File: src/rtl/core/m2r_pkg.sv
// Shared types, widths and constants for the masked polar-to-rectangular converter.
// Holds the CORDIC angle table, the fixed-point constants and the saturation helper.
// No dependencies.
package m2r_pkg;

    localparam int SAMPLE_WIDTH    = 16;
    localparam int ROT_STAGES      = 16;
    localparam int STG_W           = (ROT_STAGES > 1) ? $clog2(ROT_STAGES) : 1;

    // scaled product width before clipping to 32 bits
    localparam int PROD_W          = SAMPLE_WIDTH + 16;

    localparam int FRAC_EXTRA      = 16;
    localparam int XW              = 50;   // CORDIC x/y datapath
    localparam int ZW              = 34;   // residual angle

    // about 2^39/pi: Q24.8 radians -> 32-bit binary angle (bits 16..47)
    localparam logic [47:0] PHASE_K   = 48'd174992710548;
    // 1/gain in Q0.16
    localparam logic signed [16:0] INV_GAIN = 17'sd39797;

    // configuration register indexes
    localparam logic [1:0] REG_POLAR_MODE   = 2'd0;
    localparam logic [1:0] REG_FIRST_SCALE  = 2'd1;
    localparam logic [1:0] REG_SECOND_SCALE = 2'd2;

    localparam logic signed [15:0] SCALE_ONE = 16'sd256;

    // atan(2^-i) in binary angle units (2^32 per turn)
    localparam logic [31:0] ATAN_TBL [32] = '{
        32'd536870912, 32'd316933406, 32'd167458907, 32'd85004756,
        32'd42667331,  32'd21354465,  32'd10679838,  32'd5340245,
        32'd2670163,   32'd1335087,   32'd667544,    32'd333772,
        32'd166886,    32'd83443,     32'd41722,     32'd20861,
        32'd10430,     32'd5215,      32'd2608,      32'd1304,
        32'd652,       32'd326,       32'd163,       32'd81,
        32'd41,        32'd20,        32'd10,        32'd5,
        32'd3,         32'd1,         32'd1,         32'd0
    };

    typedef struct packed {
        logic               polar;
        logic               keep;
        logic signed [31:0] a;
        logic signed [31:0] b;
    } m2r_side_t;

    typedef struct packed {
        logic signed [XW-1:0] x;
        logic signed [XW-1:0] y;
        logic signed [ZW-1:0] z;
    } m2r_rot_t;

    function automatic logic signed [31:0] m2r_sat32(input logic signed [63:0] v);
        logic signed [31:0] r;
        if (v > 64'sd2147483647) begin
            r = 32'sh7FFF_FFFF;
        end else if (v < -64'sd2147483648) begin
            r = 32'sh8000_0000;
        end else begin
            r = v[31:0];
        end
        return r;
    endfunction

endpackage

File: src/rtl/core/m2r_cell.sv
// One CORDIC rotation cell: a micro-rotation by +-atan(2^-k) per transaction.
// Cells are chained; stage_idx is tied to a constant per instance. Uses m2r_pkg.
module m2r_cell (
    input  logic                      aclk,
    input  logic                      aresetn,
    input  logic [m2r_pkg::STG_W-1:0] stage_idx,
    input  logic                      up_valid,
    output logic                      up_ready,
    input  m2r_pkg::m2r_rot_t         up_rot,
    input  m2r_pkg::m2r_side_t        up_side,
    output logic                      dn_valid,
    input  logic                      dn_ready,
    output m2r_pkg::m2r_rot_t         dn_rot,
    output m2r_pkg::m2r_side_t        dn_side
);
    import m2r_pkg::*;

    logic                 vld_reg;
    m2r_rot_t             rot_reg, rot_next;
    m2r_side_t            side_reg;
    logic signed [XW-1:0] xi, yi, dx, dy;
    logic signed [ZW-1:0] zi, da;

    assign up_ready = ~vld_reg | dn_ready;
    assign dn_valid = vld_reg;
    assign dn_rot   = rot_reg;
    assign dn_side  = side_reg;

    always_comb begin
        xi = up_rot.x;
        yi = up_rot.y;
        zi = up_rot.z;
        dx = yi >>> stage_idx;
        dy = xi >>> stage_idx;
        da = ZW'(ATAN_TBL[5'(stage_idx)]);
        if (!zi[ZW-1]) begin
            rot_next.x = xi - dx;
            rot_next.y = yi + dy;
            rot_next.z = zi - da;
        end else begin
            rot_next.x = xi + dx;
            rot_next.y = yi - dy;
            rot_next.z = zi + da;
        end
    end

    always_ff @(posedge aclk) begin
        if (!aresetn) begin
            vld_reg <= 1'b0;
        end else if (up_ready) begin
            vld_reg <= up_valid;
        end
    end

    always_ff @(posedge aclk) begin
        if (up_ready && up_valid) begin
            rot_reg  <= rot_next;
            side_reg <= up_side;
        end
    end

endmodule

File: config.mk
export PLATFORM = sky130hd
export DESIGN_NAME = m2r_cell
export DESIGN_NICKNAME = d
export VERILOG_FILES = /design/src/rtl/core/m2r_pkg.sv /design/src/rtl/core/m2r_cell.sv
export SDC_FILE = /design/constraint.sdc
export NUM_CORES = 1
export LEC_CHECK = 0
export ABC_AREA = 1
export BUFFER_PORTS_ARGS = -buffer_cell sky130_fd_sc_hd__buf_2
export CAP_MARGIN = 10
export CORE_MARGIN = 3
export CORE_UTILIZATION = 48
export CTS_CLUSTER_SIZE = 40
export DETAILED_ROUTE_END_ITERATION = 6
export GPL_ROUTABILITY_DRIVEN = 0
export PLACE_DENSITY_LB_ADDON = 0.08
export SETUP_SLACK_MARGIN = 0.2
export SLEW_MARGIN = 40
export SYNTH_ARGS = -nofsm -noshare
export SYNTH_HDL_FRONTEND = slang
export SYNTH_SLANG_ARGS = --single-unit
export TNS_END_PERCENT = 30
File: constraint.sdc
create_clock -name aclk -period 20.8 [get_ports aclk]
set_input_delay 6.24 -clock aclk [delete_from_list [all_inputs] [get_ports aclk]]
set_output_delay 6.24 -clock aclk [all_outputs]
set_load 0.05 [all_outputs]
==> key figures <==
Outcome
  – Status: finished clean

Die
  – Initial core utilization: 48.83%
  – IO Count: 410
  – Core ar.: ~0.047 mm²
  – Num rows: 79
  – Die Wd: 224.3 µm
  – Die ar.: 0.05032 mm²
  – Die height: 224.3 µm

Drt
  – DR WL/cell: 17.87 µm
  – Total Wirelength: around 80 mm
  – Final ANT Viol Nets: 0
  – Top sig layer: met4
  – Met2 WL: 35.77 mm
  – Metal-1 WL: 34.65 mm
  – Overall via count from detail_route: approximately 25000
  – DR WL met3: 7.007 mm
  – Vias/cell: 5.574
  – Residual DRC count: 0
  – 1st-iter DRT viols: 2518
  – DR pass1 iterations: 6

Synthesis
  – Yosys cell types: 48
  – Syn. warnings: 0
  – Syn Area/Cell: roughly 6.5 µm²
  – Mapped Area: 0.02288 mm²
  – Syn nets: 3849
  – Synthesis-stage register bit count: around 200
  – Synthesized instance count: 3496
  – Sequential area share after synthesis: 26.34%

Worst setup path
  – CP Buf/Inv Count: 3
  – Crit. End Element: output pin
  – Top Family by Delay on Critical Path: buffers and inverters
  – Slowest CP cell: buf_2
  – Critical Path Max Stage Delay: 220 ps
  – Crit path required time: approximately 15000 ps
  – Critical path's most frequent cell: buf_2
  – Worst EP arrival: between 6000 and 7000 ps
  – WS Path Type: input port to output pin
  – Critical path cell sequence: buf_2 > inv_1 > nand2_1 > buf_2
  – CP Launch Type: input port
  – Worst Path Max Fanout: 2

Timing
  – Min Tclk post-route: 12990 ps
  – WHS: 563.9 ps
  – Slew Viols, Final: 0
  – Unrepaired setup endpoints after global routing: false
  – Final setup viols: 0
  – Slew headroom: around 45%
  – Clk_skew: 14.24 ps
  – Final Cycle Share: roughly 62%
  – FMAX: ~77 MHz
  – Fin. Hold Viols: 0
  – Worst-margin pin slew: 814.2 ps
  – Setup TNS: 0 ps

Cells and area
  – Area delta synth->final: 13.66%
  – Multi-input gate area: 0.01517 mm²
  – Share of cells above drive strength 1: between 10% and 20%
  – Nets: 4185
  – Design area: 0.02600 mm²
  – Sequential cell area: between 0.006 and 0.007 mm²
  – Fill cell count: 4946

Place
  – Post-DP HPWL: ~65 mm
  – Port Buffers: 409
  – Post-DP Area: 0.02525 mm²

Hold path
  – Worst hold path type: flip-flop to flip-flop

CTS
  – H-tree depth: 1
  – Post-CTS setup buffers: 0
  – Root buffer cell: clkbuf_16
  – CTS tree: built
  – CTS Buffer Depth: 3
  – Cts repair resizes: 0
  – CTS Buf Count: 23
  – Clock-pin slew on the worst setup and hold paths: 60 ps
  – Post-CTS Hold Buffers: 0
  – Clk_lat worst skew: 540 ps
  – Clk sink count: 201

GRT
  – Initial antenna violation count: 11
  – Vias in the first global route: approximately 23000
  – GRT Residual Overflow: 0
  – First-pass GRT wire length: 120.4 mm
  – Gr usage total: 30.03%
  – Largest net degree at the start of global routing: 107

Power
  – VDD IR max: 0.00007831 V
  – Leakage: 12.45 nW
  – Pwr Density: about 80 mW/mm²

Run
  – Max-cap viol count: 0
-- worst paths after layout --
path / start / end / slack [ps] / cells past startpoint
setup reg to reg: dn_valid / dn_rot[132] / 18760 / 3
hold / removal: dn_valid / dn_valid / 560 / 2
hold reg to reg: dn_valid / dn_valid / 560 / 2
setup / recovery: dn_ready / up_ready / 7810 / 4
-- routing by layer --
layer,GRT usage [%],vias up
met1,43.02,11230
met3,3.276,133
met5,0,-
met4,9.330,0
met2,47.90,1052
li1,-,12480
-- cell usage after synthesis (all sizes together) --
cell    count  share of area, %
xnor2      68               2.6
clkbuf     32              0.53
or2         4              0.11
inv       300               4.9
o31a        2             0.077
ha        142               7.8
nand3     580                13
a211oi      4              0.13
nand3b      6              0.20
o21bai     13              0.43
nor3       31              0.72
fa          3              0.26
nand2    1051                17
o211ai     15              0.49
a311oi      4              0.15
a31oi      27              0.74
nor2      356               6.1
o221ai      6              0.23
edfxtp    200                26
xor2      143               5.5
a21o       31               1.0
o22ai       1             0.027
a21boi     11              0.36
nand4      30              0.82
a21oi     191               4.2
nor4        8              0.25
o21ai     145               3.4
buf        78               2.0
and3        4              0.11
dfxtp       1             0.088
o21a        9              0.30
-- cells in the final DEF (no fill, tap or decap), drive strengths merged, types with 2 or more instances in the layout --
cell type	Yosys	routed
nand3b	6	6
a21boi	11	11
fa	3	3
inv	300	300
and3	4	4
o21ai	145	145
a21oi	191	191
nand3	580	580
o221ai	6	6
nor4	8	8
o21bai	13	13
xnor2	68	68
nor2	356	356
buf	78	421
or2	4	4
bufinv	0	2
nor3	31	31
clkbuf	32	29
edfxtp	200	200
clkinv	0	10
o31a	2	2
a21o	31	31
a211oi	4	4
a311oi	4	4
diode	0	11
o211ai	15	15
a31oi	27	27
xor2	143	143
ha	142	142
nand4	30	30
o21a	9	9
nand2	1051	1051
-- kinds of logic after synthesis --
logic type	count (synthesis)	synth area share [%]
fa+ha+maj	145	8.029
compound gates	459	11.59
flops	201	26.34
xor+xnor	211	8.078
simple gates	2070	38.54
buf+inv	410	7.422
-- flip-flops by register name, indices dropped and copies added (netlist names) --
name,count
dn_rot,134
dn_valid,1
dn_side,66
-- area by class of cell --
class | count | area share, %
multi-input combinational | 2885 | 58.35
inverter | 300 | 4.355
clock inverter | 12 | 0.4379
sequential | 201 | 23.17
clock buffer | 29 | 2.300
timing repair buffer | 421 | 8.353
tap | 607 | 2.921
antenna | 11 | 0.1059
-- power by group --
group	switching, mW	internal [mW]	leakage (nW)
clock network	0.165	0.228	0.352
registers	0.0151	0.550	1.94
logic	0.783	0.305	10.2
-- per-stage QoR --
| stage | util [%] | std cells | power [mW] | setup slack, ps |
|---|---|---|---|---|
| after floorplan | - | 3496 | 1.389 | 4096 |
| after global placement | 53.83 | 4414 | 1.641 | 7841 |
| after detailed placement | 53.90 | 4414 | 1.642 | 7833 |
| after CTS | 55.42 | 4455 | 2.047 | 7831 |
| after global routing | 55.50 | 4466 | 2.175 | 7775 |
| final | 55.50 | 4466 | 2.046 | 7812 |
-- worst reg2reg max path: cells and delay by family (launching register included) --
| family | cells | cell delay [ps] |
|---|---|---|
| flip-flops | 1 | 340 |
| AO/OA/AOI/OAI | 1 | 150 |
| buffers and inverters | 2 | 1090 |
(Power assumes the default switching activity.)
