<file path="src/rtl/core/m2r_pkg.sv">
// Shared types, widths and constants for the masked polar-to-rectangular converter.
// Holds the CORDIC angle table, the fixed-point constants and the saturation helper.
// No dependencies.
package m2r_pkg;

    localparam int SAMPLE_WIDTH    = 16;
    localparam int ROT_STAGES      = 16;
    localparam int STG_W           = (ROT_STAGES > 1) ? $clog2(ROT_STAGES) : 1;

    // scaled product width before clipping to 32 bits
    localparam int PROD_W          = SAMPLE_WIDTH + 16;

    localparam int FRAC_EXTRA      = 16;
    localparam int XW              = 50;   // CORDIC x/y datapath
    localparam int ZW              = 34;   // residual angle

    // about 2^39/pi: Q24.8 radians -> 32-bit binary angle (bits 16..47)
    localparam logic [47:0] PHASE_K   = 48'd174992710548;
    // 1/gain in Q0.16
    localparam logic signed [16:0] INV_GAIN = 17'sd39797;

    // configuration register indexes
    localparam logic [1:0] REG_POLAR_MODE   = 2'd0;
    localparam logic [1:0] REG_FIRST_SCALE  = 2'd1;
    localparam logic [1:0] REG_SECOND_SCALE = 2'd2;

    localparam logic signed [15:0] SCALE_ONE = 16'sd256;

    // atan(2^-i) in binary angle units (2^32 per turn)
    localparam logic [31:0] ATAN_TBL [32] = '{
        32'd536870912, 32'd316933406, 32'd167458907, 32'd85004756,
        32'd42667331,  32'd21354465,  32'd10679838,  32'd5340245,
        32'd2670163,   32'd1335087,   32'd667544,    32'd333772,
        32'd166886,    32'd83443,     32'd41722,     32'd20861,
        32'd10430,     32'd5215,      32'd2608,      32'd1304,
        32'd652,       32'd326,       32'd163,       32'd81,
        32'd41,        32'd20,        32'd10,        32'd5,
        32'd3,         32'd1,         32'd1,         32'd0
    };

    typedef struct packed {
        logic               polar;
        logic               keep;
        logic signed [31:0] a;
        logic signed [31:0] b;
    } m2r_side_t;

    typedef struct packed {
        logic signed [XW-1:0] x;
        logic signed [XW-1:0] y;
        logic signed [ZW-1:0] z;
    } m2r_rot_t;

    function automatic logic signed [31:0] m2r_sat32(input logic signed [63:0] v);
        logic signed [31:0] r;
        if (v > 64'sd2147483647) begin
            r = 32'sh7FFF_FFFF;
        end else if (v < -64'sd2147483648) begin
            r = 32'sh8000_0000;
        end else begin
            r = v[31:0];
        end
        return r;
    endfunction

endpackage

</file>
<file path="src/rtl/core/m2r_front.sv">
// Front end: scaling multiply, phase-to-angle multiply, quadrant fold.
// Three handshaked stages feeding the CORDIC cell chain. Uses m2r_pkg.
module m2r_front (
    input  logic                                    aclk,
    input  logic                                    aresetn,
    input  logic                                    polar_mode,
    input  logic signed [15:0]                      first_scale,
    input  logic signed [15:0]                      second_scale,
    input  logic                                    s_valid,
    output logic                                    s_ready,
    input  logic signed [m2r_pkg::SAMPLE_WIDTH-1:0] first_raw,
    input  logic signed [m2r_pkg::SAMPLE_WIDTH-1:0] second_raw,
    input  logic                                    keep_voxel,
    output logic                                    dn_valid,
    input  logic                                    dn_ready,
    output m2r_pkg::m2r_rot_t                       dn_rot,
    output m2r_pkg::m2r_side_t                      dn_side
);
    import m2r_pkg::*;

    logic               vld0_reg, vld1_reg, vld2_reg;
    logic               rdy0, rdy1, rdy2;
    m2r_side_t          side0_reg, side0_next;
    m2r_side_t          side1_reg, side2_reg;
    logic [47:0]        plo_reg, plo_next;
    logic [31:0]        phi_reg, phi_next;
    logic signed [47:0] xm_reg, xm_next;
    m2r_rot_t           rot2_reg, rot2_next;

    logic signed [15:0]     s1_eff, s2_eff;
    logic signed [PROD_W-1:0] pa, pb;
    logic [47:0]            ang_sum;
    logic signed [31:0]     ang;
    logic signed [ZW-1:0]   z0;
    logic signed [XW-1:0]   x0;

    assign rdy2     = ~vld2_reg | dn_ready;
    assign rdy1     = ~vld1_reg | rdy2;
    assign rdy0     = ~vld0_reg | rdy1;
    assign s_ready  = rdy0;
    assign dn_valid = vld2_reg;
    assign dn_rot   = rot2_reg;
    assign dn_side  = side2_reg;

    // stage 0: scale both components (zero scale means 1.0)
    always_comb begin
        s1_eff = (first_scale == 16'sd0) ? SCALE_ONE : first_scale;
        s2_eff = (second_scale == 16'sd0) ? SCALE_ONE : second_scale;
        pa = first_raw * s1_eff;
        pb = second_raw * s2_eff;
        side0_next.polar = polar_mode;
        side0_next.keep  = keep_voxel;
        side0_next.a     = m2r_sat32(64'(pa));
        side0_next.b     = m2r_sat32(64'(pb));
    end

    // stage 1: phase * PHASE_K split in two partial products, magnitude * 1/gain
    always_comb begin
        plo_next = 48'(side0_reg.b[15:0]) * PHASE_K;
        phi_next = {{16{side0_reg.b[31]}}, side0_reg.b[31:16]} * PHASE_K[31:0];
        xm_next  = side0_reg.a * INV_GAIN;
    end

    // stage 2: binary angle, fold into [-quarter, +quarter] turn
    always_comb begin
        ang_sum = plo_reg + {phi_reg, 16'd0};
        ang     = ang_sum[47:16];
        z0      = ZW'(ang);
        x0      = XW'(xm_reg);
        rot2_next.y = '0;
        if (ang > 32'sd1073741824) begin
            rot2_next.z = z0 - (ZW'(1) <<< 31);
            rot2_next.x = -x0;
        end else if (ang < -32'sd1073741824) begin
            rot2_next.z = z0 + (ZW'(1) <<< 31);
            rot2_next.x = -x0;
        end else begin
            rot2_next.z = z0;
            rot2_next.x = x0;
        end
    end

    always_ff @(posedge aclk) begin
        if (!aresetn) begin
            vld0_reg <= 1'b0;
            vld1_reg <= 1'b0;
            vld2_reg <= 1'b0;
        end else begin
            if (rdy0) begin
                vld0_reg <= s_valid;
            end
            if (rdy1) begin
                vld1_reg <= vld0_reg;
            end
            if (rdy2) begin
                vld2_reg <= vld1_reg;
            end
        end
    end

    always_ff @(posedge aclk) begin
        if (rdy0 && s_valid) begin
            side0_reg <= side0_next;
        end
        if (rdy1 && vld0_reg) begin
            side1_reg <= side0_reg;
            plo_reg   <= plo_next;
            phi_reg   <= phi_next;
            xm_reg    <= xm_next;
        end
        if (rdy2 && vld1_reg) begin
            side2_reg <= side1_reg;
            rot2_reg  <= rot2_next;
        end
    end

endmodule

</file>
<file path="config.mk">
export PLATFORM = sky130hd
export DESIGN_NAME = m2r_front
export DESIGN_NICKNAME = d
export VERILOG_FILES = /design/src/rtl/core/m2r_pkg.sv /design/src/rtl/core/m2r_front.sv
export SDC_FILE = /design/constraint.sdc
export NUM_CORES = 2
export LEC_CHECK = 0
export BUFFER_PORTS_ARGS = -buffer_cell sky130_fd_sc_hd__buf_2
export CAP_MARGIN = 20
export CORE_MARGIN = 2
export CORE_UTILIZATION = 50
export CTS_CLUSTER_SIZE = 14
export DETAILED_ROUTE_END_ITERATION = 8
export PLACE_DENSITY_LB_ADDON = 0.08
export SLEW_MARGIN = 15
export SYNTH_ARGS = -nofsm -noshare
export SYNTH_HDL_FRONTEND = slang
export SYNTH_SLANG_ARGS = --single-unit
export TNS_END_PERCENT = 50
</file>
<file path="constraint.sdc">
create_clock -name aclk -period 35.2 [get_ports aclk]
set_input_delay 5.28 -clock aclk [delete_from_list [all_inputs] [get_ports aclk]]
set_output_delay 5.28 -clock aclk [all_outputs]
set_load 0.05 [all_outputs]
</file>
==> flow_metrics.tcl <==
set metrics [dict create \
    outcome "finished, final reports clean" \
    core-area_um2 118000 \
    ant_nets 0 \
    grt.overflow.total 0 \
    post_cts_buffers 0 \
    r2r-start "side0_reg[4]" \
    finalHoldViolations 0 \
    cts_resized 0 \
    num_antenna_cells 0 \
    grt_antenna_before_repair 0 \
    tns_ps 0 \
    cp.required_ps 35570 \
    synth_seq_cells 389 \
    io_buffers 221 \
    cts_buffers 48 \
    ys_async_sr_fraction_pct 0 \
    drv_slew 0 \
    register_area_um2 11700 \
    synth_cell_types 75 \
    max_freq_mhz 82.8 \
    ios 272 \
    hold_start "side1_reg[56]" \
    tightest_slew_ps 972 \
    netlist_area_um2 59500 \
    initial_utilization_pct 50.4 \
    die_width_um 349 \
    dr.first_iter.drc_count 1954 \
    worstPathArrival_ps 12450 \
    hold_class "reg2reg" \
    root_buffer "clkbuf_16" \
    synth-edff-count 386 \
    critPathMaxFanout 17 \
    startpoint "second_scale[0]" \
    vias_per_cell 5.09 \
    yosysWarningCount 0 \
    syn_avg_cell_area_um2 10.7 \
    largest_reg_flops 82 \
    path_class "in2reg" \
    grt_pass1_wl_mm 224 \
    grt_pass1_vias 40700 \
    setup_viol 0 \
    cap_violations 0 \
    num_rows 126 \
    slowest_stage "a41o_1" \
    cpPeakStageDelay_ps 660 \
    drc 0 \
    clk_pin_slew_ps 70 \
    syn_inst 5582 \
    yosysSeqAreaShare_pct 19.6 \
    period_share_pct 34.3 \
    synthFlopType "edfxtp_1" \
    cts_sinks 389 \
    multiInputGateArea_um2 41600 \
    dpl.hpwl_mm 115 \
    rsz0062_at_grt "no" \
    htree_levels 2 \
    drt-total-wl_mm 137 \
    drive_gt1_share_pct 5.66 \
    fill_cells 10600 \
    dr.pass1.iters 7 \
    clock_latency_ps 660 \
    areaGrowthSynthToFinish_pct 7.05 \
    fin_crit_ps 12080 \
    wl_per_cell_um 18.6 \
    place_congestion 0.936 \
    nets 7677 \
    grt_use_total_pct 23.7 \
    crit_path_start_kind "input pin" \
    endpoint_kind "flop" \
    die-area_um2 122000 \
    vias 37400 \
    grt_max_degree 76 \
    die_height_um 349 \
    hold_buffers 0 \
    clockBufferDepth 3 \
    cts_tree "built" \
    crit_path_frequent_cell "fa_1" \
    finClkSkew_ps 50.7 \
    slew_headroom_pct 33.6 \
]
[cells in the mapped netlist (7+ instances only)]
cell       number  area, um^2
or4_1          11        82.6
fa_1         1098       22000
nand2_1       281        1050
or3_1          15        93.8
nor3_1         60         300
inv_1        1540        5780
and3_1         17         106
nor4_1         23         144
and2_1        260        1630
o21ai_0        68         340
o31ai_1         9        67.6
nand2b_1       34         213
a21o_1         62         465
a2111oi_0       9        78.8
edfxtp_1      386       11600
o21a_1         44         330
a21oi_1       167         836
a211oi_1       13        97.6
clkbuf_1       82         308
nor2_1        146         548
o21bai_1       23         173
a21boi_0       11        82.6
ha_1          735        9200
o211ai_1        7        52.6
nand3_1        25         125
buf_4          53         398
xor2_1         87         762
xnor2_1       156        1370
or2_2           8        50.1
nor2b_1        27         169
nand4_1        13        81.3
[critical path: cells and delay by family]
kind,cells,cell delay (ps)
AO/OA/AOI/OAI,8,2320
adder cells (fa/ha/maj),7,3290
AND/OR/NAND/NOR,4,1010
XOR/XNOR,1,80
buffers and inverters,6,440
[area by class of cell]
| cell class | count | share of cell area, % |
|---|---|---|
| timing repair buffer | 234 | 1.89 |
| clock inverter | 32 | 0.562 |
| tap | 1536 | 3.02 |
| multi-input combinational | 3561 | 65.2 |
| clock buffer | 57 | 1.95 |
| inverter | 1540 | 9.07 |
| sequential | 389 | 18.3 |
[cells by family (layout without fill, tap and decap cells)]
group,after synthesis,count (layout),synth area share (%)
AO/OA/AOI/OAI,498,498,5.52
XOR/XNOR,243,243,3.58
adder cells (fa/ha/maj),1833,1833,52.4
buffers and inverters,1681,1863,11.0
flip-flops,389,389,19.6
multiplexers,3,3,0.0525
other,1,50,0.00630
AND/OR/NAND/NOR,934,934,7.93
[layer usage]
layer / vias to the layer above / part of all wire [%] / global-route usage [%]
li1: 17500 / - / -
met1: 19000 / 47 / 33.8
met3: 139 / 4.4 / 2.94
met2: 771 / 47 / 39.0
met5: - / 0 / 0
met4: 0 / 2.1 / 4.86
[cells in the final DEF (no fill, tap or decap), drive strengths merged, types with 87 or more instances in the layout]
cell type and count:
fa 1098, nor2 146, xor2 87, inv 1542, a21oi 169, xnor2 156
edfxtp 386, and2 260, ha 735, nand2 281, buf 234
[final timing paths]
kind	end	slack [ps]	depth (start not counted)
max	side0_reg[31]	23120	26
max reg2reg	plo_reg[47]	26810	23
min reg2reg	dn_side[56]	410	0
min	dn_side[56]	410	0
[metrics by stage]
step                util [%]  setup slack (ps)  hold WS, ps  cells  area, um^2
finish                  54.0             23120          405   7349       63700
global route            54.0             22710          418   7349       63700
CTS                     54.0             23210          405   7349       63700
detailed placement      52.6             22530          405   7260       62100
global placement        52.6             22580          400   7260       62100
floorplan                  -             16460          400   5631       59700
Power is not shown: default switching activity piles up to over one toggle a cycle in this logic, so the estimate is an artifact.
