$ cat src/rtl/core/m2r_pkg.sv
// Shared types, widths and constants for the masked polar-to-rectangular converter.
// Holds the CORDIC angle table, the fixed-point constants and the saturation helper.
// No dependencies.
package m2r_pkg;

    localparam int SAMPLE_WIDTH    = 16;
    localparam int ROT_STAGES      = 16;
    localparam int STG_W           = (ROT_STAGES > 1) ? $clog2(ROT_STAGES) : 1;

    // scaled product width before clipping to 32 bits
    localparam int PROD_W          = SAMPLE_WIDTH + 16;

    localparam int FRAC_EXTRA      = 16;
    localparam int XW              = 50;   // CORDIC x/y datapath
    localparam int ZW              = 34;   // residual angle

    // about 2^39/pi: Q24.8 radians -> 32-bit binary angle (bits 16..47)
    localparam logic [47:0] PHASE_K   = 48'd174992710548;
    // 1/gain in Q0.16
    localparam logic signed [16:0] INV_GAIN = 17'sd39797;

    // configuration register indexes
    localparam logic [1:0] REG_POLAR_MODE   = 2'd0;
    localparam logic [1:0] REG_FIRST_SCALE  = 2'd1;
    localparam logic [1:0] REG_SECOND_SCALE = 2'd2;

    localparam logic signed [15:0] SCALE_ONE = 16'sd256;

    // atan(2^-i) in binary angle units (2^32 per turn)
    localparam logic [31:0] ATAN_TBL [32] = '{
        32'd536870912, 32'd316933406, 32'd167458907, 32'd85004756,
        32'd42667331,  32'd21354465,  32'd10679838,  32'd5340245,
        32'd2670163,   32'd1335087,   32'd667544,    32'd333772,
        32'd166886,    32'd83443,     32'd41722,     32'd20861,
        32'd10430,     32'd5215,      32'd2608,      32'd1304,
        32'd652,       32'd326,       32'd163,       32'd81,
        32'd41,        32'd20,        32'd10,        32'd5,
        32'd3,         32'd1,         32'd1,         32'd0
    };

    typedef struct packed {
        logic               polar;
        logic               keep;
        logic signed [31:0] a;
        logic signed [31:0] b;
    } m2r_side_t;

    typedef struct packed {
        logic signed [XW-1:0] x;
        logic signed [XW-1:0] y;
        logic signed [ZW-1:0] z;
    } m2r_rot_t;

    function automatic logic signed [31:0] m2r_sat32(input logic signed [63:0] v);
        logic signed [31:0] r;
        if (v > 64'sd2147483647) begin
            r = 32'sh7FFF_FFFF;
        end else if (v < -64'sd2147483648) begin
            r = 32'sh8000_0000;
        end else begin
            r = v[31:0];
        end
        return r;
    endfunction

endpackage

$ cat src/rtl/core/m2r_back.sv
// Back end: round and clip the CORDIC outputs, pick mode, apply mask.
// Holds the output register of the result channel. Uses m2r_pkg.
module m2r_back (
    input  logic               aclk,
    input  logic               aresetn,
    input  logic               up_valid,
    output logic               up_ready,
    input  m2r_pkg::m2r_rot_t  up_rot,
    input  m2r_pkg::m2r_side_t up_side,
    output logic               m_valid,
    input  logic               m_ready,
    output logic signed [31:0] m_out_real,
    output logic signed [31:0] m_out_imag
);
    import m2r_pkg::*;

    localparam int RW = XW - FRAC_EXTRA;

    logic                 vld_reg;
    logic signed [31:0]   re_reg, re_next;
    logic signed [31:0]   im_reg, im_next;
    logic signed [XW-1:0] xr, yr;
    logic signed [RW-1:0] xs, ys;

    assign up_ready   = ~vld_reg | m_ready;
    assign m_valid    = vld_reg;
    assign m_out_real = re_reg;
    assign m_out_imag = im_reg;

    always_comb begin
        xr = up_rot.x + (XW'(1) <<< (FRAC_EXTRA - 1));
        yr = up_rot.y + (XW'(1) <<< (FRAC_EXTRA - 1));
        xs = RW'(xr >>> FRAC_EXTRA);
        ys = RW'(yr >>> FRAC_EXTRA);
        if (!up_side.keep) begin
            re_next = '0;
            im_next = '0;
        end else if (up_side.polar) begin
            re_next = m2r_sat32(64'(xs));
            im_next = m2r_sat32(64'(ys));
        end else begin
            re_next = up_side.a;
            im_next = up_side.b;
        end
    end

    always_ff @(posedge aclk) begin
        if (!aresetn) begin
            vld_reg <= 1'b0;
        end else if (up_ready) begin
            vld_reg <= up_valid;
        end
    end

    always_ff @(posedge aclk) begin
        if (up_ready && up_valid) begin
            re_reg <= re_next;
            im_reg <= im_next;
        end
    end

endmodule

$ cat config.mk
export PLATFORM = sky130hd
export DESIGN_NAME = m2r_back
export DESIGN_NICKNAME = d
export VERILOG_FILES = /design/src/rtl/core/m2r_pkg.sv /design/src/rtl/core/m2r_back.sv
export SDC_FILE = /design/constraint.sdc
export NUM_CORES = 1
export LEC_CHECK = 0
export BUFFER_PORTS_ARGS = -buffer_cell sky130_fd_sc_hd__buf_2
export CORE_MARGIN = 5
export CORE_UTILIZATION = 48
export DETAILED_ROUTE_END_ITERATION = 6
export GPL_TIMING_DRIVEN = 0
export HOLD_SLACK_MARGIN = 0.08
export PLACE_DENSITY = 0.95
export SYNTH_ARGS = -nofsm -noshare
export SYNTH_HDL_FRONTEND = slang
export SYNTH_SLANG_ARGS = --single-unit
$ cat constraint.sdc
create_clock -name aclk -period 5.4 [get_ports aclk]
set_clock_uncertainty 0.05 [all_clocks]
set_input_delay 0.27 -clock aclk [delete_from_list [all_inputs] [get_ports aclk]]
set_output_delay 0.27 -clock aclk [all_outputs]
set_load 0.005 [all_outputs]
==> report_table.html <==
<table>
<tr><th>Metric</th><th>Value</th></tr>
<tr><th colspan="2">Run status</th></tr>
<tr><td>Run status</td><td>complete, no violations</td></tr>
<tr><th colspan="2">Logic synthesis</th></tr>
<tr><td>Share of async-settable or async-resettable flops after synthesis</td><td>0%</td></tr>
<tr><td>Net count after synthesis</td><td>733</td></tr>
<tr><td>Mapped Area</td><td>0.00468 mm^2</td></tr>
<tr><td>Synthesis warning total</td><td>0</td></tr>
<tr><td>Synth Flop Type</td><td>sky130_fd_sc_hd__edfxtp_1</td></tr>
<tr><td>Largest cells by area after synthesis</td><td>sky130_fd_sc_hd__edfxtp_1 (41%), sky130_fd_sc_hd__nand3_1 (9.3%), sky130_fd_sc_hd__xnor2_1 (8.8%)</td></tr>
<tr><td>Share of the synthesized area in the top cell type</td><td>41.0%</td></tr>
<tr><td>Area leader, netlist</td><td>sky130_fd_sc_hd__edfxtp_1</td></tr>
<tr><td>Post-synthesis register bit count</td><td>65</td></tr>
<tr><td>Number of enable flip-flop cells after synthesis</td><td>64</td></tr>
<tr><td>Synthesized instance count</td><td>527</td></tr>
<tr><td>Post-synth cell types</td><td>between 40 and 50</td></tr>
<tr><td>Synthesized area divided by synthesized cell count</td><td>8.89 um^2</td></tr>
<tr><td>Sequential area share after synthesis</td><td>41.5%</td></tr>
<tr><th colspan="2">Routing</th></tr>
<tr><td>Drt total wl</td><td>15300 um</td></tr>
<tr><td>Number of vias after detailed routing</td><td>5047</td></tr>
<tr><td>Wire length per cell after detailed routing</td><td>around 17 um</td></tr>
<tr><td>DRT Pass-1 Iters</td><td>5</td></tr>
<tr><td>Vias per cell</td><td>about 5.7</td></tr>
<tr><td>Iter 0 DRT Violations</td><td>between 200 and 300</td></tr>
<tr><td>Antenna violation net count after detailed routing</td><td>0</td></tr>
<tr><td>Number of remaining DRC errors</td><td>0</td></tr>
<tr><th colspan="2">Floorplan</th></tr>
<tr><td>Total core area</td><td>0.00964 mm^2</td></tr>
<tr><td>Boundary pin count</td><td>270</td></tr>
<tr><td>Floorplan die area</td><td>0.0118 mm^2</td></tr>
<tr><td>Die width</td><td>109 um</td></tr>
<tr><td>Row count</td><td>36</td></tr>
<tr><td>Die Span Y</td><td>109 um</td></tr>
<tr><td>Starting density of the core</td><td>48.6%</td></tr>
<tr><th colspan="2">Global routing</th></tr>
<tr><td>Overflow left after global routing</td><td>0</td></tr>
<tr><td>Overall routing resource usage</td><td>25.1%</td></tr>
<tr><td>Initial antenna violation count</td><td>1</td></tr>
<tr><td>Wire length of the first global-routing pass</td><td>23100 um</td></tr>
<tr><td>Largest net degree at the start of global routing</td><td>65</td></tr>
<tr><td>Number of global-route vias before repair</td><td>just under 5k</td></tr>
<tr><th colspan="2">CTS</th></tr>
<tr><td>H-tree levels</td><td>3</td></tr>
<tr><td>Post-cts resize count</td><td>0</td></tr>
<tr><td>Sink Count</td><td>65</td></tr>
<tr><td>Number of buffers added to fix hold violations after cts</td><td>0</td></tr>
<tr><td>Number of post-CTS setup repair buffers</td><td>0</td></tr>
<tr><td>CTS buffer count</td><td>9</td></tr>
<tr><td>TritonCTS clock tree</td><td>yes</td></tr>
<tr><td>Clock Pin Slew Worst Setup and Hold Paths</td><td>roughly 0.080 ns</td></tr>
<tr><td>Clock insertion delay at the later pin of the skew report</td><td>0.34 ns</td></tr>
<tr><td>Buffer levels on the longest clock path</td><td>2</td></tr>
<tr><td>Root Driver</td><td>sky130_fd_sc_hd__clkbuf_8</td></tr>
<tr><th colspan="2">STA</th></tr>
<tr><td>Finish-stage setup viols</td><td>0</td></tr>
<tr><td>Max Freq</td><td>about 340 MHz</td></tr>
<tr><td>Final Hold Fails</td><td>0</td></tr>
<tr><td>Worst-case headroom to the max-slew limit</td><td>34.5%</td></tr>
<tr><td>Period utilization</td><td>54.9%</td></tr>
<tr><td>Unrepaired setup endpoints after global routing</td><td>false</td></tr>
<tr><td>Fin. max-slew vios</td><td>0</td></tr>
<tr><td>Worst slack on hold paths</td><td>0.134 ns</td></tr>
<tr><td>Setup TNS</td><td>0 ns</td></tr>
<tr><td>Slew at the pin closest to its max-slew limit</td><td>0.974 ns</td></tr>
<tr><td>Crit path time final</td><td>2.97 ns</td></tr>
<tr><th colspan="2">Critical path</th></tr>
<tr><td>Startpoint type of the worst setup path</td><td>input pin</td></tr>
<tr><td>Most frequent CP cell</td><td>sky130_fd_sc_hd__a311oi_1</td></tr>
<tr><td>Crit. End Element</td><td>flip-flop</td></tr>
<tr><td>Worst path cell trace</td><td>buf_2 &gt; ha_1 &gt; nand3_1 &gt; nor3_1 &gt; and3_1 &gt; a311oi_1 &gt; a311oi_1 &gt; clkbuf_1 &gt; o22ai_1</td></tr>
<tr><td>Required @ worst endpoint</td><td>5.41 ns</td></tr>
<tr><td>Crit path DAT</td><td>2.98 ns</td></tr>
<tr><td>Max FO, Critical Path</td><td>10</td></tr>
<tr><td>Crit-path slowest cell</td><td>sky130_fd_sc_hd__nor3_1</td></tr>
<tr><td>Reg-to-reg slack, setup</td><td>3.82 ns</td></tr>
<tr><td>Type of the setup path with the least slack</td><td>in -&gt; reg</td></tr>
<tr><td>Max stage delay on crit path</td><td>0.61 ns</td></tr>
<tr><th colspan="2">Pwr</th></tr>
<tr><td>Total leakage power</td><td>2.43 nW</td></tr>
<tr><td>Cell Pwr Density</td><td>226 mW/mm^2</td></tr>
<tr><td>Overall power of the completed layout</td><td>1.38 mW</td></tr>
<tr><td>Peak ir drop on the vdd network</td><td>0.115 mV</td></tr>
<tr><th colspan="2">Layout</th></tr>
<tr><td>Most common library cell in the layout ignoring fill and taps</td><td>sky130_fd_sc_hd__buf_2</td></tr>
<tr><td>Layout cells sized above 1</td><td>~32%</td></tr>
<tr><td>Final #Nets</td><td>945</td></tr>
<tr><td>Post-synthesis to final-layout area growth</td><td>30.0%</td></tr>
<tr><td>Highest-count cells in the layout ignoring fill and taps</td><td>sky130_fd_sc_hd__buf_2 (201), sky130_fd_sc_hd__nand3_1 (87), sky130_fd_sc_hd__edfxtp_1 (64), sky130_fd_sc_hd__o21ai_0 (63), sky130_fd_sc_hd__a21oi_1 (52)</td></tr>
<tr><th colspan="2">Flow run</th></tr>
<tr><td>Max-capacitance violation count</td><td>0</td></tr>
<tr><th colspan="2">Placement</th></tr>
<tr><td>Routability cong.</td><td>between 0.9 and 1</td></tr>
<tr><td>HPWL after detailed placement</td><td>12100 um</td></tr>
<tr><td>Buffers added on ports</td><td>201</td></tr>
<tr><th colspan="2">Worst hold path</th></tr>
<tr><td>Worst min-delay path class</td><td>in -&gt; reg</td></tr>
</table>
## synth_stat cells (4+ instances only)
cell type and number:
sky130_fd_sc_hd__a21oi_1 52, sky130_fd_sc_hd__a21oi_2 7, sky130_fd_sc_hd__a311oi_1 4, sky130_fd_sc_hd__and3_1 8, sky130_fd_sc_hd__and4_1 13, sky130_fd_sc_hd__clkbuf_1 34, sky130_fd_sc_hd__edfxtp_1 64, sky130_fd_sc_hd__inv_1 12
sky130_fd_sc_hd__nand2_1 22, sky130_fd_sc_hd__nand2b_1 7, sky130_fd_sc_hd__nand3_1 87, sky130_fd_sc_hd__nand4_1 26, sky130_fd_sc_hd__nor2_1 11, sky130_fd_sc_hd__nor3_1 12, sky130_fd_sc_hd__nor4_1 5, sky130_fd_sc_hd__o21ai_0 63
sky130_fd_sc_hd__o22ai_1 5, sky130_fd_sc_hd__xnor2_1 47, sky130_fd_sc_hd__xor2_1 13
## power breakdown
part	switching [mW]	internal (mW)	total (mW)
sequential	0.00911	0.601	0.610
clock	0.221	0.265	0.486
combinational	0.162	0.119	0.280
total	0.392	0.985	1.38
## final timing paths
| path | endpoint | depth (start not counted) | from |
|---|---|---|---|
| max | m_out_real[15]$_SDFFCE_PN0P_ | 9 | up_rot[99] |
| max reg2reg | m_out_imag[10]$_SDFFCE_PN0P_ | 2 | m_valid$_SDFFE_PN0N_ |
| min reg2reg | m_valid$_SDFFE_PN0N_ | 2 | m_valid$_SDFFE_PN0N_ |
| min | m_valid$_SDFFE_PN0N_ | 2 | aresetn |
## worst max-delay path: cells and delay by family
kind / cells / cell delay (ns)
buffers and inverters: 2 / 0.63
AND/OR/NAND/NOR: 3 / 1.00
AO/OA/AOI/OAI: 3 / 0.85
adder cells (fa/ha/maj): 1 / 0.21
## stage by stage
| step | setup slack [ns] | instances | area, um^2 | utilization (%) |
|---|---|---|---|---|
| CTS | 2.53 | 877 | 6090 | 63.1 |
| global route | 2.29 | 878 | 6090 | 63.2 |
| finish | 2.43 | 878 | 6090 | 63.2 |
| detailed placement | 2.16 | 861 | 5860 | 60.8 |
| global placement | 2.23 | 861 | 5860 | 60.8 |
| floorplan | 2.97 | 527 | 4680 | - |
## area by class of cell
| type | count | area (um^2) |
|---|---|---|
| fill | 870 | 3550 |
| multi-input combinational | 411 | 2530 |
| sequential | 65 | 1940 |
| timing repair buffer | 201 | 1010 |
| buffer | 39 | 169 |
| tap | 133 | 166 |
| clock buffer | 9 | 124 |
| clock inverter | 7 | 103 |
| inverter | 12 | 45.0 |
| antenna | 1 | 2.50 |
## layer usage
layer,wire (um),GRT usage [%],share of wire [%],vias to the layer above
li1,-,-,-,2426
met1,5640,29.1,37,2319
met2,7790,45.3,51,270
met3,1580,6.22,10,32
met4,333,8.39,2.2,0
met5,0,0,0,-
## sequential cells by signal, indices dropped and copies added, names as in the netlist
name and count:
m_out_real 32, m_valid 1, m_out_imag 32
## cell families (layout without fill, tap and decap cells)
logic type	after synthesis	in the layout	synth area share, %
compound gates	143	143	17.5
xor+xnor	60	60	11.2
fa+ha+maj	2	2	0.534
buf+inv	51	268	4.57
flops	65	65	41.5
other cells	0	1	0
simple gates	206	206	24.7
Power figures use the tool's default switching activity.
